$ cat src/lci_pkg.sv
// Shared types, constants and codes of the loudness curve interpolator.
package lci_pkg;

   // Default number of curve point slots.
   localparam int MAX_POINTS_DEF = 16;

   // Field widths of the transaction payloads.
   localparam int STEP_W   = 10;
   localparam int SLOT_W   = 4;
   localparam int GAIN_W   = 16;
   localparam int PCOUNT_W = 5;

   // Interpolation arithmetic: product of a step distance and a gain distance.
   localparam int MAG_W  = GAIN_W;
   localparam int PROD_W = STEP_W + MAG_W;
   localparam int QUOT_W = MAG_W;

   // Queue between the front and the back; the depth is a power of two.
   localparam int QUEUE_DEPTH = 2;

   // Configuration port.
   localparam int CSR_ADDR_W = 3;
   localparam int CSR_DATA_W = 32;
   localparam logic [CSR_ADDR_W-3:0] REG_POINT_COUNT = '0;
   localparam logic [PCOUNT_W-1:0]   POINT_COUNT_RST = PCOUNT_W'(1);

   // Command codes of an input transaction.
   localparam logic CMD_WRITE = 1'b0;
   localparam logic CMD_QUERY = 1'b1;

   // Position codes of a result transaction.
   localparam logic [1:0] POS_FIRST  = 2'd0;
   localparam logic [1:0] POS_INTERP = 2'd1;
   localparam logic [1:0] POS_BEYOND = 2'd2;
   localparam logic [1:0] POS_WRITE  = 2'd3;

   // Operation decided by the front for each queued item.
   typedef enum logic [1:0] {
      OP_WRITE,
      OP_SKIP,
      OP_QUERY
   } lci_op_type;

   // Sequencer states of the back.
   typedef enum logic [2:0] {
      ST_IDLE,
      ST_SEARCH,
      ST_DIFF,
      ST_MUL,
      ST_DIVGO,
      ST_DIV
   } lci_state_type;

   typedef struct packed {
      logic                     cmd;
      logic [SLOT_W-1:0]        point_index;
      logic [STEP_W-1:0]        volume;
      logic signed [GAIN_W-1:0] bass_in;
      logic signed [GAIN_W-1:0] treble_in;
   } lci_req_type;

   typedef struct packed {
      logic signed [GAIN_W-1:0] bass_gain;
      logic signed [GAIN_W-1:0] treble_gain;
      logic [1:0]               position;
   } lci_rsp_type;

   typedef struct packed {
      lci_op_type               op;
      logic [SLOT_W-1:0]        slot;
      logic [STEP_W-1:0]        volume;
      logic signed [GAIN_W-1:0] bass;
      logic signed [GAIN_W-1:0] treble;
   } lci_item_type;

   typedef struct packed {
      logic [STEP_W-1:0]        step;
      logic signed [GAIN_W-1:0] bass;
      logic signed [GAIN_W-1:0] treble;
   } lci_point_type;

endpackage

$ cat src/loudness_curve_interpolator_top.sv
// Top level of the loudness curve interpolator: register port, front and back.
//
// Usage: a transaction is taken on req_data when start is high and busy is low.
// A write command stores one curve point (volume step, bass and treble gain in
// signed Q8.8 dB); a query returns both gains for a volume, taken from the
// first point, from the last point, or interpolated between two neighbors.
// Every transaction gives exactly one result on rsp_data, shown for a single
// cycle with rsp_strobe high; the receiver cannot stall, so results are never
// held back. busy rises only when the two-entry queue between front and back
// is full, so new transactions are taken while earlier ones are in work.
// A query searches the points in order from point 0; an interpolated query then
// goes through the difference, the multiply and the 16-step divide. The back
// handles one item at a time.
// point_count sits at byte address 0 of the register port; it is to be written
// only while the block is idle, and the block itself does not enforce this.
// Reset clears the queue, the sequencer and sets point_count to 1; curve points
// are undefined until written.
module loudness_curve_interpolator_top #(
   parameter int MAX_POINTS = lci_pkg::MAX_POINTS_DEF
) (
   input  logic                              clock,
   input  logic                              reset,
   input  logic                              start,
   output logic                              busy,
   input  lci_pkg::lci_req_type              req_data,
   output logic                              rsp_strobe,
   output lci_pkg::lci_rsp_type              rsp_data,
   input  logic                              psel,
   input  logic                              penable,
   input  logic                              pwrite,
   input  logic [lci_pkg::CSR_ADDR_W-1:0]    paddr,
   input  logic [lci_pkg::CSR_DATA_W-1:0]    pwdata,
   output logic [lci_pkg::CSR_DATA_W-1:0]    prdata,
   output logic                              pready
);

   logic [lci_pkg::PCOUNT_W-1:0] point_count_ff, point_count_in;
   logic                         csr_hit;
   logic                         item_valid;
   logic                         pop;
   lci_pkg::lci_item_type        item;

   // Register decode and write.
   assign pready  = 1'b1;
   assign csr_hit = (paddr[lci_pkg::CSR_ADDR_W-1:2] == lci_pkg::REG_POINT_COUNT);

   always_comb begin
      point_count_in = point_count_ff;
      if (psel && penable && pwrite && pready && csr_hit) begin
         point_count_in = pwdata[lci_pkg::PCOUNT_W-1:0];
      end
   end

   always_ff @(posedge clock) begin
      if (reset) begin
         point_count_ff <= lci_pkg::POINT_COUNT_RST;
      end else begin
         point_count_ff <= point_count_in;
      end
   end

   // Register read.
   always_comb begin
      prdata = '0;
      if (csr_hit) begin
         prdata = lci_pkg::CSR_DATA_W'(point_count_ff);
      end
   end

   lci_front #(
      .MAX_POINTS (MAX_POINTS)
   ) u_front (
      .clock      (clock),
      .reset      (reset),
      .start      (start),
      .busy       (busy),
      .req_data   (req_data),
      .item_valid (item_valid),
      .item       (item),
      .pop        (pop)
   );

   lci_back #(
      .MAX_POINTS (MAX_POINTS)
   ) u_back (
      .clock       (clock),
      .reset       (reset),
      .item_valid  (item_valid),
      .item        (item),
      .pop         (pop),
      .point_count (point_count_ff),
      .rsp_strobe  (rsp_strobe),
      .rsp_data    (rsp_data)
   );

endmodule

$ cat src/lci_div.sv
// Restoring divider that produces one quotient bit per cycle.
module lci_div (
   input  logic                         clock,
   input  logic                         reset,
   input  logic                         start,
   input  logic [lci_pkg::PROD_W-1:0]   dividend,
   input  logic [lci_pkg::STEP_W-1:0]   divisor,
   output logic                         done,
   output logic [lci_pkg::QUOT_W-1:0]   quotient
);

   localparam int CNT_W = $clog2(lci_pkg::QUOT_W);

   logic                          busy_ff, busy_in;
   logic                          done_ff, done_in;
   logic [CNT_W-1:0]              cnt_ff, cnt_in;
   logic [lci_pkg::STEP_W-1:0]    rem_ff, rem_in;
   logic [lci_pkg::QUOT_W-1:0]    work_ff, work_in;
   logic [lci_pkg::STEP_W-1:0]    den_ff, den_in;
   logic [lci_pkg::STEP_W:0]      partial;
   logic [lci_pkg::STEP_W:0]      trial;
   logic                          fits;

   // One trial subtraction of the divisor from the shifted remainder.
   // The upper dividend bits are below the divisor, so QUOT_W steps suffice.
   always_comb begin
      partial = {rem_ff, work_ff[lci_pkg::QUOT_W-1]};
      trial   = partial - {1'b0, den_ff};
      fits    = (partial >= {1'b0, den_ff});
   end

   always_comb begin
      busy_in = busy_ff;
      done_in = 1'b0;
      cnt_in  = cnt_ff;
      rem_in  = rem_ff;
      work_in = work_ff;
      den_in  = den_ff;
      if (start) begin
         busy_in = 1'b1;
         cnt_in  = '0;
         rem_in  = dividend[lci_pkg::PROD_W-1:lci_pkg::QUOT_W];
         work_in = dividend[lci_pkg::QUOT_W-1:0];
         den_in  = divisor;
      end else if (busy_ff) begin
         rem_in  = fits ? trial[lci_pkg::STEP_W-1:0] : partial[lci_pkg::STEP_W-1:0];
         work_in = {work_ff[lci_pkg::QUOT_W-2:0], fits};
         cnt_in  = cnt_ff + CNT_W'(1);
         if (cnt_ff == CNT_W'(lci_pkg::QUOT_W - 1)) begin
            busy_in = 1'b0;
            done_in = 1'b1;
         end
      end
   end

   always_ff @(posedge clock) begin
      if (reset) begin
         busy_ff <= 1'b0;
         done_ff <= 1'b0;
         cnt_ff  <= '0;
      end else begin
         busy_ff <= busy_in;
         done_ff <= done_in;
         cnt_ff  <= cnt_in;
      end
      rem_ff  <= rem_in;
      work_ff <= work_in;
      den_ff  <= den_in;
   end

   assign done     = done_ff;
   assign quotient = work_ff;

endmodule

$ cat src/lci_front.sv
// Front end: accepts transactions, classifies them and queues them for the back.
module lci_front #(
   parameter int MAX_POINTS = lci_pkg::MAX_POINTS_DEF
) (
   input  logic                  clock,
   input  logic                  reset,
   input  logic                  start,
   output logic                  busy,
   input  lci_pkg::lci_req_type  req_data,
   output logic                  item_valid,
   output lci_pkg::lci_item_type item,
   input  logic                  pop
);

   localparam int QPTR_W = (lci_pkg::QUEUE_DEPTH > 1) ? $clog2(lci_pkg::QUEUE_DEPTH) : 1;
   localparam int QCNT_W = $clog2(lci_pkg::QUEUE_DEPTH + 1);

   lci_pkg::lci_item_type queue_ff [lci_pkg::QUEUE_DEPTH];
   logic [QPTR_W-1:0]     wr_ptr_ff, wr_ptr_in;
   logic [QPTR_W-1:0]     rd_ptr_ff, rd_ptr_in;
   logic [QCNT_W-1:0]     cnt_ff, cnt_in;
   logic                  accept;
   lci_pkg::lci_item_type classified;

   // Decide what the back has to do with the incoming transaction.
   always_comb begin
      classified.slot   = req_data.point_index;
      classified.volume = req_data.volume;
      classified.bass   = req_data.bass_in;
      classified.treble = req_data.treble_in;
      if (req_data.cmd == lci_pkg::CMD_QUERY) begin
         classified.op = lci_pkg::OP_QUERY;
      end else if (32'(req_data.point_index) < 32'(MAX_POINTS)) begin
         classified.op = lci_pkg::OP_WRITE;
      end else begin
         classified.op = lci_pkg::OP_SKIP;
      end
   end

   // Queue bookkeeping.
   assign busy   = (cnt_ff == QCNT_W'(lci_pkg::QUEUE_DEPTH));
   assign accept = start && !busy;

   always_comb begin
      wr_ptr_in = wr_ptr_ff;
      rd_ptr_in = rd_ptr_ff;
      cnt_in    = cnt_ff;
      if (accept) begin
         wr_ptr_in = wr_ptr_ff + QPTR_W'(1);
      end
      if (pop) begin
         rd_ptr_in = rd_ptr_ff + QPTR_W'(1);
      end
      if (accept && !pop) begin
         cnt_in = cnt_ff + QCNT_W'(1);
      end else if (pop && !accept) begin
         cnt_in = cnt_ff - QCNT_W'(1);
      end
   end

   always_ff @(posedge clock) begin
      if (reset) begin
         wr_ptr_ff <= '0;
         rd_ptr_ff <= '0;
         cnt_ff    <= '0;
      end else begin
         wr_ptr_ff <= wr_ptr_in;
         rd_ptr_ff <= rd_ptr_in;
         cnt_ff    <= cnt_in;
      end
      if (accept) begin
         queue_ff[wr_ptr_ff] <= classified;
      end
   end

   assign item_valid = (cnt_ff != '0);
   assign item       = queue_ff[rd_ptr_ff];

endmodule

$ cat src/lci_back.sv
// Back end: curve memory, sequential search and serial interpolation.
module lci_back #(
   parameter int MAX_POINTS = lci_pkg::MAX_POINTS_DEF
) (
   input  logic                          clock,
   input  logic                          reset,
   input  logic                          item_valid,
   input  lci_pkg::lci_item_type         item,
   output logic                          pop,
   input  logic [lci_pkg::PCOUNT_W-1:0]  point_count,
   output logic                          rsp_strobe,
   output lci_pkg::lci_rsp_type          rsp_data
);

   localparam int AW = $clog2(MAX_POINTS);
   localparam int NW = $clog2(MAX_POINTS + 1);
   localparam int GW = lci_pkg::GAIN_W;

   lci_pkg::lci_point_type curve_mem_ff [MAX_POINTS];
   lci_pkg::lci_point_type rdata_ff;
   lci_pkg::lci_point_type prev_ff;

   lci_pkg::lci_state_type state_ff, state_in;
   logic [NW-1:0]          idx_ff, idx_in;
   logic [NW-1:0]          cmp_idx_ff;
   logic [NW-1:0]          n_ff;
   logic                   rd_vld_ff;
   logic [lci_pkg::STEP_W-1:0] vol_ff;

   logic [lci_pkg::STEP_W-1:0] num_ff, den_ff;
   logic [lci_pkg::MAG_W-1:0]  mag_b_ff, mag_t_ff;
   logic                       neg_b_ff, neg_t_ff;
   logic [lci_pkg::PROD_W-1:0] prod_b_ff, prod_t_ff;

   logic                       rsp_strobe_ff;
   lci_pkg::lci_rsp_type       rsp_ff;

   logic [31:0]                n_sat;
   logic                       issue, hit, last, at_first;
   logic                       mem_we, rd_en, load_prev, load_query;
   logic                       div_start, rsp_load;
   lci_pkg::lci_rsp_type       rsp_next;
   logic                       div_done_b, div_done_t;
   logic [lci_pkg::QUOT_W-1:0] quot_b, quot_t;
   logic signed [GW:0]         diff_b, diff_t;
   logic [GW:0]                sum_b, sum_t;

   // Points in use: zero counts as one, large values saturate.
   always_comb begin
      n_sat = 32'(point_count);
      if (n_sat == 32'd0) begin
         n_sat = 32'd1;
      end else if (n_sat > 32'(MAX_POINTS)) begin
         n_sat = 32'(MAX_POINTS);
      end
   end

   // Search status of the entry that the memory delivers this cycle.
   assign issue    = (idx_ff < n_ff);
   assign hit      = rd_vld_ff && (rdata_ff.step >= vol_ff);
   assign last     = rd_vld_ff && (cmp_idx_ff == n_ff - NW'(1));
   assign at_first = (cmp_idx_ff == '0);

   // Next state.
   always_comb begin
      state_in = state_ff;
      unique case (state_ff)
         lci_pkg::ST_IDLE: begin
            if (item_valid && item.op == lci_pkg::OP_QUERY) begin
               state_in = lci_pkg::ST_SEARCH;
            end
         end
         lci_pkg::ST_SEARCH: begin
            if (hit && at_first) begin
               state_in = lci_pkg::ST_IDLE;
            end else if (hit) begin
               state_in = lci_pkg::ST_DIFF;
            end else if (last) begin
               state_in = lci_pkg::ST_IDLE;
            end
         end
         lci_pkg::ST_DIFF:  state_in = lci_pkg::ST_MUL;
         lci_pkg::ST_MUL:   state_in = lci_pkg::ST_DIVGO;
         lci_pkg::ST_DIVGO: state_in = lci_pkg::ST_DIV;
         lci_pkg::ST_DIV: begin
            if (div_done_b) begin
               state_in = lci_pkg::ST_IDLE;
            end
         end
         default: state_in = lci_pkg::ST_IDLE;
      endcase
   end

   // Interpolated gains: first gain plus the signed quotient.
   always_comb begin
      sum_b = {prev_ff.bass[GW-1], prev_ff.bass}
            + (neg_b_ff ? -{1'b0, quot_b} : {1'b0, quot_b});
      sum_t = {prev_ff.treble[GW-1], prev_ff.treble}
            + (neg_t_ff ? -{1'b0, quot_t} : {1'b0, quot_t});
   end

   // Sequencer outputs.
   always_comb begin
      pop        = 1'b0;
      mem_we     = 1'b0;
      rd_en      = 1'b0;
      load_prev  = 1'b0;
      load_query = 1'b0;
      div_start  = 1'b0;
      rsp_load   = 1'b0;
      rsp_next   = '0;
      unique case (state_ff)
         lci_pkg::ST_IDLE: begin
            if (item_valid) begin
               pop = 1'b1;
               rsp_next.position = lci_pkg::POS_WRITE;
               case (item.op)
                  lci_pkg::OP_WRITE: begin
                     mem_we   = 1'b1;
                     rsp_load = 1'b1;
                  end
                  lci_pkg::OP_QUERY: load_query = 1'b1;
                  default:           rsp_load   = 1'b1;
               endcase
            end
         end
         lci_pkg::ST_SEARCH: begin
            if (hit && at_first) begin
               rsp_load             = 1'b1;
               rsp_next.bass_gain   = rdata_ff.bass;
               rsp_next.treble_gain = rdata_ff.treble;
               rsp_next.position    = lci_pkg::POS_FIRST;
            end else if (!hit && last) begin
               rsp_load             = 1'b1;
               rsp_next.bass_gain   = rdata_ff.bass;
               rsp_next.treble_gain = rdata_ff.treble;
               rsp_next.position    = lci_pkg::POS_BEYOND;
            end else if (!hit) begin
               rd_en     = issue;
               load_prev = rd_vld_ff;
            end
         end
         lci_pkg::ST_DIVGO: div_start = 1'b1;
         lci_pkg::ST_DIV: begin
            if (div_done_b) begin
               rsp_load             = 1'b1;
               rsp_next.bass_gain   = sum_b[GW-1:0];
               rsp_next.treble_gain = sum_t[GW-1:0];
               rsp_next.position    = lci_pkg::POS_INTERP;
            end
         end
         default: ;
      endcase
   end

   assign idx_in = load_query ? '0 : (rd_en ? idx_ff + NW'(1) : idx_ff);

   // Gain distances between the neighboring points.
   always_comb begin
      diff_b = $signed({rdata_ff.bass[GW-1], rdata_ff.bass})
             - $signed({prev_ff.bass[GW-1], prev_ff.bass});
      diff_t = $signed({rdata_ff.treble[GW-1], rdata_ff.treble})
             - $signed({prev_ff.treble[GW-1], prev_ff.treble});
   end

   // Control registers.
   always_ff @(posedge clock) begin
      if (reset) begin
         state_ff      <= lci_pkg::ST_IDLE;
         rd_vld_ff     <= 1'b0;
         rsp_strobe_ff <= 1'b0;
         idx_ff        <= '0;
      end else begin
         state_ff      <= state_in;
         rd_vld_ff     <= rd_en;
         rsp_strobe_ff <= rsp_load;
         idx_ff        <= idx_in;
      end
   end

   // Curve memory: one write port, one registered read port.
   always_ff @(posedge clock) begin
      if (mem_we) begin
         curve_mem_ff[AW'(item.slot)] <= '{step: item.volume, bass: item.bass,
                                          treble: item.treble};
      end
      if (rd_en) begin
         rdata_ff   <= curve_mem_ff[idx_ff[AW-1:0]];
         cmp_idx_ff <= idx_ff;
      end
   end

   // Datapath registers.
   always_ff @(posedge clock) begin
      if (load_query) begin
         vol_ff <= item.volume;
         n_ff   <= NW'(n_sat);
      end
      if (load_prev) begin
         prev_ff <= rdata_ff;
      end
      if (state_ff == lci_pkg::ST_DIFF) begin
         num_ff   <= vol_ff - prev_ff.step;
         den_ff   <= rdata_ff.step - prev_ff.step;
         neg_b_ff <= diff_b[GW];
         neg_t_ff <= diff_t[GW];
         mag_b_ff <= diff_b[GW] ? GW'(-diff_b) : GW'(diff_b);
         mag_t_ff <= diff_t[GW] ? GW'(-diff_t) : GW'(diff_t);
      end
      if (state_ff == lci_pkg::ST_MUL) begin
         prod_b_ff <= num_ff * mag_b_ff;
         prod_t_ff <= num_ff * mag_t_ff;
      end
      if (rsp_load) begin
         rsp_ff <= rsp_next;
      end
   end

   lci_div u_div_bass (
      .clock    (clock),
      .reset    (reset),
      .start    (div_start),
      .dividend (prod_b_ff),
      .divisor  (den_ff),
      .done     (div_done_b),
      .quotient (quot_b)
   );

   lci_div u_div_treble (
      .clock    (clock),
      .reset    (reset),
      .start    (div_start),
      .dividend (prod_t_ff),
      .divisor  (den_ff),
      .done     (div_done_t),
      .quotient (quot_t)
   );

   assign rsp_strobe = rsp_strobe_ff;
   assign rsp_data   = rsp_ff;

   // A pending memory read always belongs to the search and a slot in use.
   a_read_in_search: assert property (@(posedge clock) disable iff (reset)
      rd_vld_ff |-> (state_ff == lci_pkg::ST_SEARCH) && (cmp_idx_ff < n_ff))
      else $error("memory read outside of the search or past the points in use");

   // Both dividers run in lock step.
   a_div_lockstep: assert property (@(posedge clock) disable iff (reset)
      div_done_b == div_done_t)
      else $error("bass and treble dividers finished on different cycles");

   // A quotient is only ready while the sequencer waits for it.
   a_div_done_state: assert property (@(posedge clock) disable iff (reset)
      div_done_b |-> state_ff == lci_pkg::ST_DIV)
      else $error("divider finished outside of the divide state");

   // A result leaves the sequencer idle or back at the start of work.
   a_rsp_then_idle: assert property (@(posedge clock) disable iff (reset)
      rsp_strobe_ff |-> $past(state_ff) == lci_pkg::ST_IDLE || state_ff == lci_pkg::ST_IDLE
                        || $past(state_ff) == lci_pkg::ST_IDLE)
      else $error("result strobe while the sequencer is still busy");

endmodule
$ cat config.mk
export PLATFORM = sky130hd
export DESIGN_NAME = loudness_curve_interpolator_top
export DESIGN_NICKNAME = d
export VERILOG_FILES = /design/src/lci_pkg.sv /design/src/loudness_curve_interpolator_top.sv /design/src/lci_div.sv /design/src/lci_front.sv /design/src/lci_back.sv
export SDC_FILE = /design/constraint.sdc
export NUM_CORES = 2
export LEC_CHECK = 0
export BUFFER_PORTS_ARGS = -buffer_cell sky130_fd_sc_hd__buf_2
export CAP_MARGIN = 5
export CORE_MARGIN = 5
export CORE_UTILIZATION = 60
export DETAILED_ROUTE_END_ITERATION = 10
export PLACE_DENSITY = 0.77
export SYNTH_ARGS = -nofsm -noshare
export SYNTH_HDL_FRONTEND = slang
export SYNTH_HIERARCHICAL = 1
export SYNTH_SLANG_ARGS = --single-unit
$ cat constraint.sdc
create_clock -name clock -period 7.05 [get_ports clock]
set_clock_uncertainty 0.1 [all_clocks]
set_input_delay 0.3525 -clock clock [delete_from_list [all_inputs] [get_ports clock]]
set_output_delay 0.3525 -clock clock [all_outputs]
set_load 0.01 [all_outputs]
==> impl_metrics.tcl <==
set metrics [dict create \
    die_h_um 320.1 \
    cp_data_arrival_time_ns 6.99 \
    fillers 6322 \
    antenna_found_initial 5 \
    critPathRequiredTime_ns 7.45 \
    clock_latency_ns 0.71 \
    p_leak_nw 23.48 \
    grt_max_degree 91 \
    cts_buffer_depth 3 \
    grt_pass1_wl_mm 202.4 \
    final_net_count 4631 \
    final_layout_size_suffix_gt1_share_pct 16.36 \
    cts_tree "done" \
    cp-end-kind "flip-flop" \
    crit_start "u_back/num_ff[1]" \
    die_area_um2 102500 \
    fin_crit_sh_pct 93.55 \
    synth_warnings 6 \
    clk_pin_slew_ns 0.06 \
    gr-total-overflow 0 \
    mappedNetlistArea_um2 57690 \
    critPathKind "reg -> reg" \
    tightest_slew_ns 1.162 \
    wl_met2_mm 66.84 \
    p_per_area_nw_per_um2 255.5 \
    drtPass1Iterations 5 \
    vias 32860 \
    core_um2 95150 \
    die_w_um 320.1 \
    cts_buffers 110 \
    drv_slew 0 \
    cts-root-buf "clkbuf_16" \
    routed.top_layer "met5" \
    synth_area_per_cell_um2 14.79 \
    port_buffers 99 \
    fin_crit_ns 6.595 \
    drt_iter0_drc 3248 \
    wl_met3_mm 9.841 \
    outcome "finished, final reports clean" \
    setup_viol 0 \
    maxCapViolCount 0 \
    slew_headroom_pct 22.32 \
    finalHoldViolations 0 \
    hp-start "penable" \
    hpwlAfterDp_mm 79.49 \
    wl_met1_mm 51.02 \
    drcViolationCount 0 \
    grt_pass1_vias 34130 \
    setup_tns_ns 0 \
    postRouteAntennaNets 0 \
    cts.sinks 1113 \
    peakVddDrop_mv 0.3252 \
    rsz0062_at_grt "false" \
    r2r_start "u_back/num_ff[1]" \
    htree_levels 3 \
    place.gp.congestion 0.8841 \
    start_util_pct 60.63 \
    row_count 113 \
    grt.total_usage_pct 25.77 \
    io_pins 157 \
    final_area_um2 63700 \
    wl_mm 131.4 \
    hold_path.class "in -> reg" \
    fmax_ghz 0.1516 \
    placed_cell_area_um2 59570 \
    synthCells 3901 \
    vias_per_cell 6.061 \
    startpoint_type "flip-flop" \
    wire_per_inst_um 24.23 \
    cp_max_fo 11 \
    synthToLayoutAreaGrowth_pct 10.41 \
]
-- worst paths after layout --
| path | cells past startpoint | slack (ns) | end |
|---|---|---|---|
| setup / recovery | 20 | 0.45 | u_back/prod_t_ff[25] |
| hold / removal | 3 | 0.13 | point_count_ff[2] |
| setup reg to reg | 20 | 0.45 | u_back/prod_t_ff[25] |
| hold reg to reg | 0 | 0.37 | u_back/u_div_treble/den_ff[2] |
-- cell usage in the layout (no fill, tap or decap), drive strengths merged, types with 60 or more instances in the layout --
cell type  instances
a21oi            103
and2             172
buf              152
clkbuf           142
edfxtp          1082
fa               228
ha               247
inv              377
mux2              82
mux4             210
nand2            253
nor2             143
o21ai             88
xnor2            116
xor2              60
-- metrics by stage --
stage	setup slack (ns)	utilization [%]	hold WS [ns]	instances	power, mW
2_1_floorplan	1.078	-	0.3215	3927	9.792
3_3_place_gp	0.5815	62.61	0.3378	5166	10.45
3_5_place_dp	0.4700	62.61	0.3434	5166	10.52
4_1_cts	0.4458	66.93	0.06968	5420	16.38
5_1_grt	0.1680	66.94	0.1212	5422	16.91
6_report	0.4550	66.94	0.1318	5422	16.28
-- flip-flops by register name, summed over array words and instances (netlist names), 16 cells and up, named ones only --
| signal | cells |
|---|---|
| u_back/prod_b_ff | 26 |
| u_back/rdata_ff | 42 |
| u_back/prev_ff | 42 |
| u_back/rsp_data | 34 |
| u_back/mag_t_ff | 16 |
| u_front/queue_ff | 94 |
| u_back/curve_mem_ff | 672 |
| u_back/mag_b_ff | 16 |
| u_back/u_div_bass/quotient | 16 |
| u_back/u_div_treble/quotient | 16 |
| u_back/prod_t_ff | 26 |
-- layout make-up --
class                      count  area [um2]  share of cell area [%]
antenna                        1       2.502                0.003929
clock buffer                 142        2945                   4.624
timing repair buffer         206        1446                   2.271
sequential                  1113       33120                   52.00
clock inverter                58       630.6                  0.9900
inverter                     375        1409                   2.212
tap                         1265        1583                   2.485
multi-input combinational   2262       22560                   35.42
-- where the power goes --
part           switching, mW  leakage (nW)  internal (mW)
registers              0.187          10.0           7.99
clock network           2.53          1.70           3.29
logic                   1.41          11.7          0.864
-- per-layer routing --
metal / GRT usage [%] / up-vias
li1: - / 14590
met1: 34.37 / 16640
met2: 44.49 / 1393
met3: 4.433 / 245
met4: 7.133 / 2
met5: 0 / -
-- worst max-delay path, cell delays in order (launching register included) --
cell      delay [ns]
edfxtp_1        0.57
buf_4           0.23
nand2_1         0.08
fa_1            0.57
inv_1           0.06
fa_1            0.49
fa_1            0.51
fa_1            0.50
inv_1           0.05
fa_1            0.47
inv_1           0.04
ha_1            0.33
and4_1          0.20
and3_1          0.19
a21oi_1         0.22
a21oi_1         0.17
o41ai_1         0.42
o21ai_0         0.22
or4_1           0.49
a2111o_1        0.41
o211ai_1        0.10
-- timing repair --
action                                  in CTS  in global routing
endpoints found under the setup margin       0                  0
hold endpoints to repair                   107                  0
hold buffers                                54                  0
resized for setup                            0                  0
buffers inserted                             0                  0
Power figures use the tool's default switching activity.
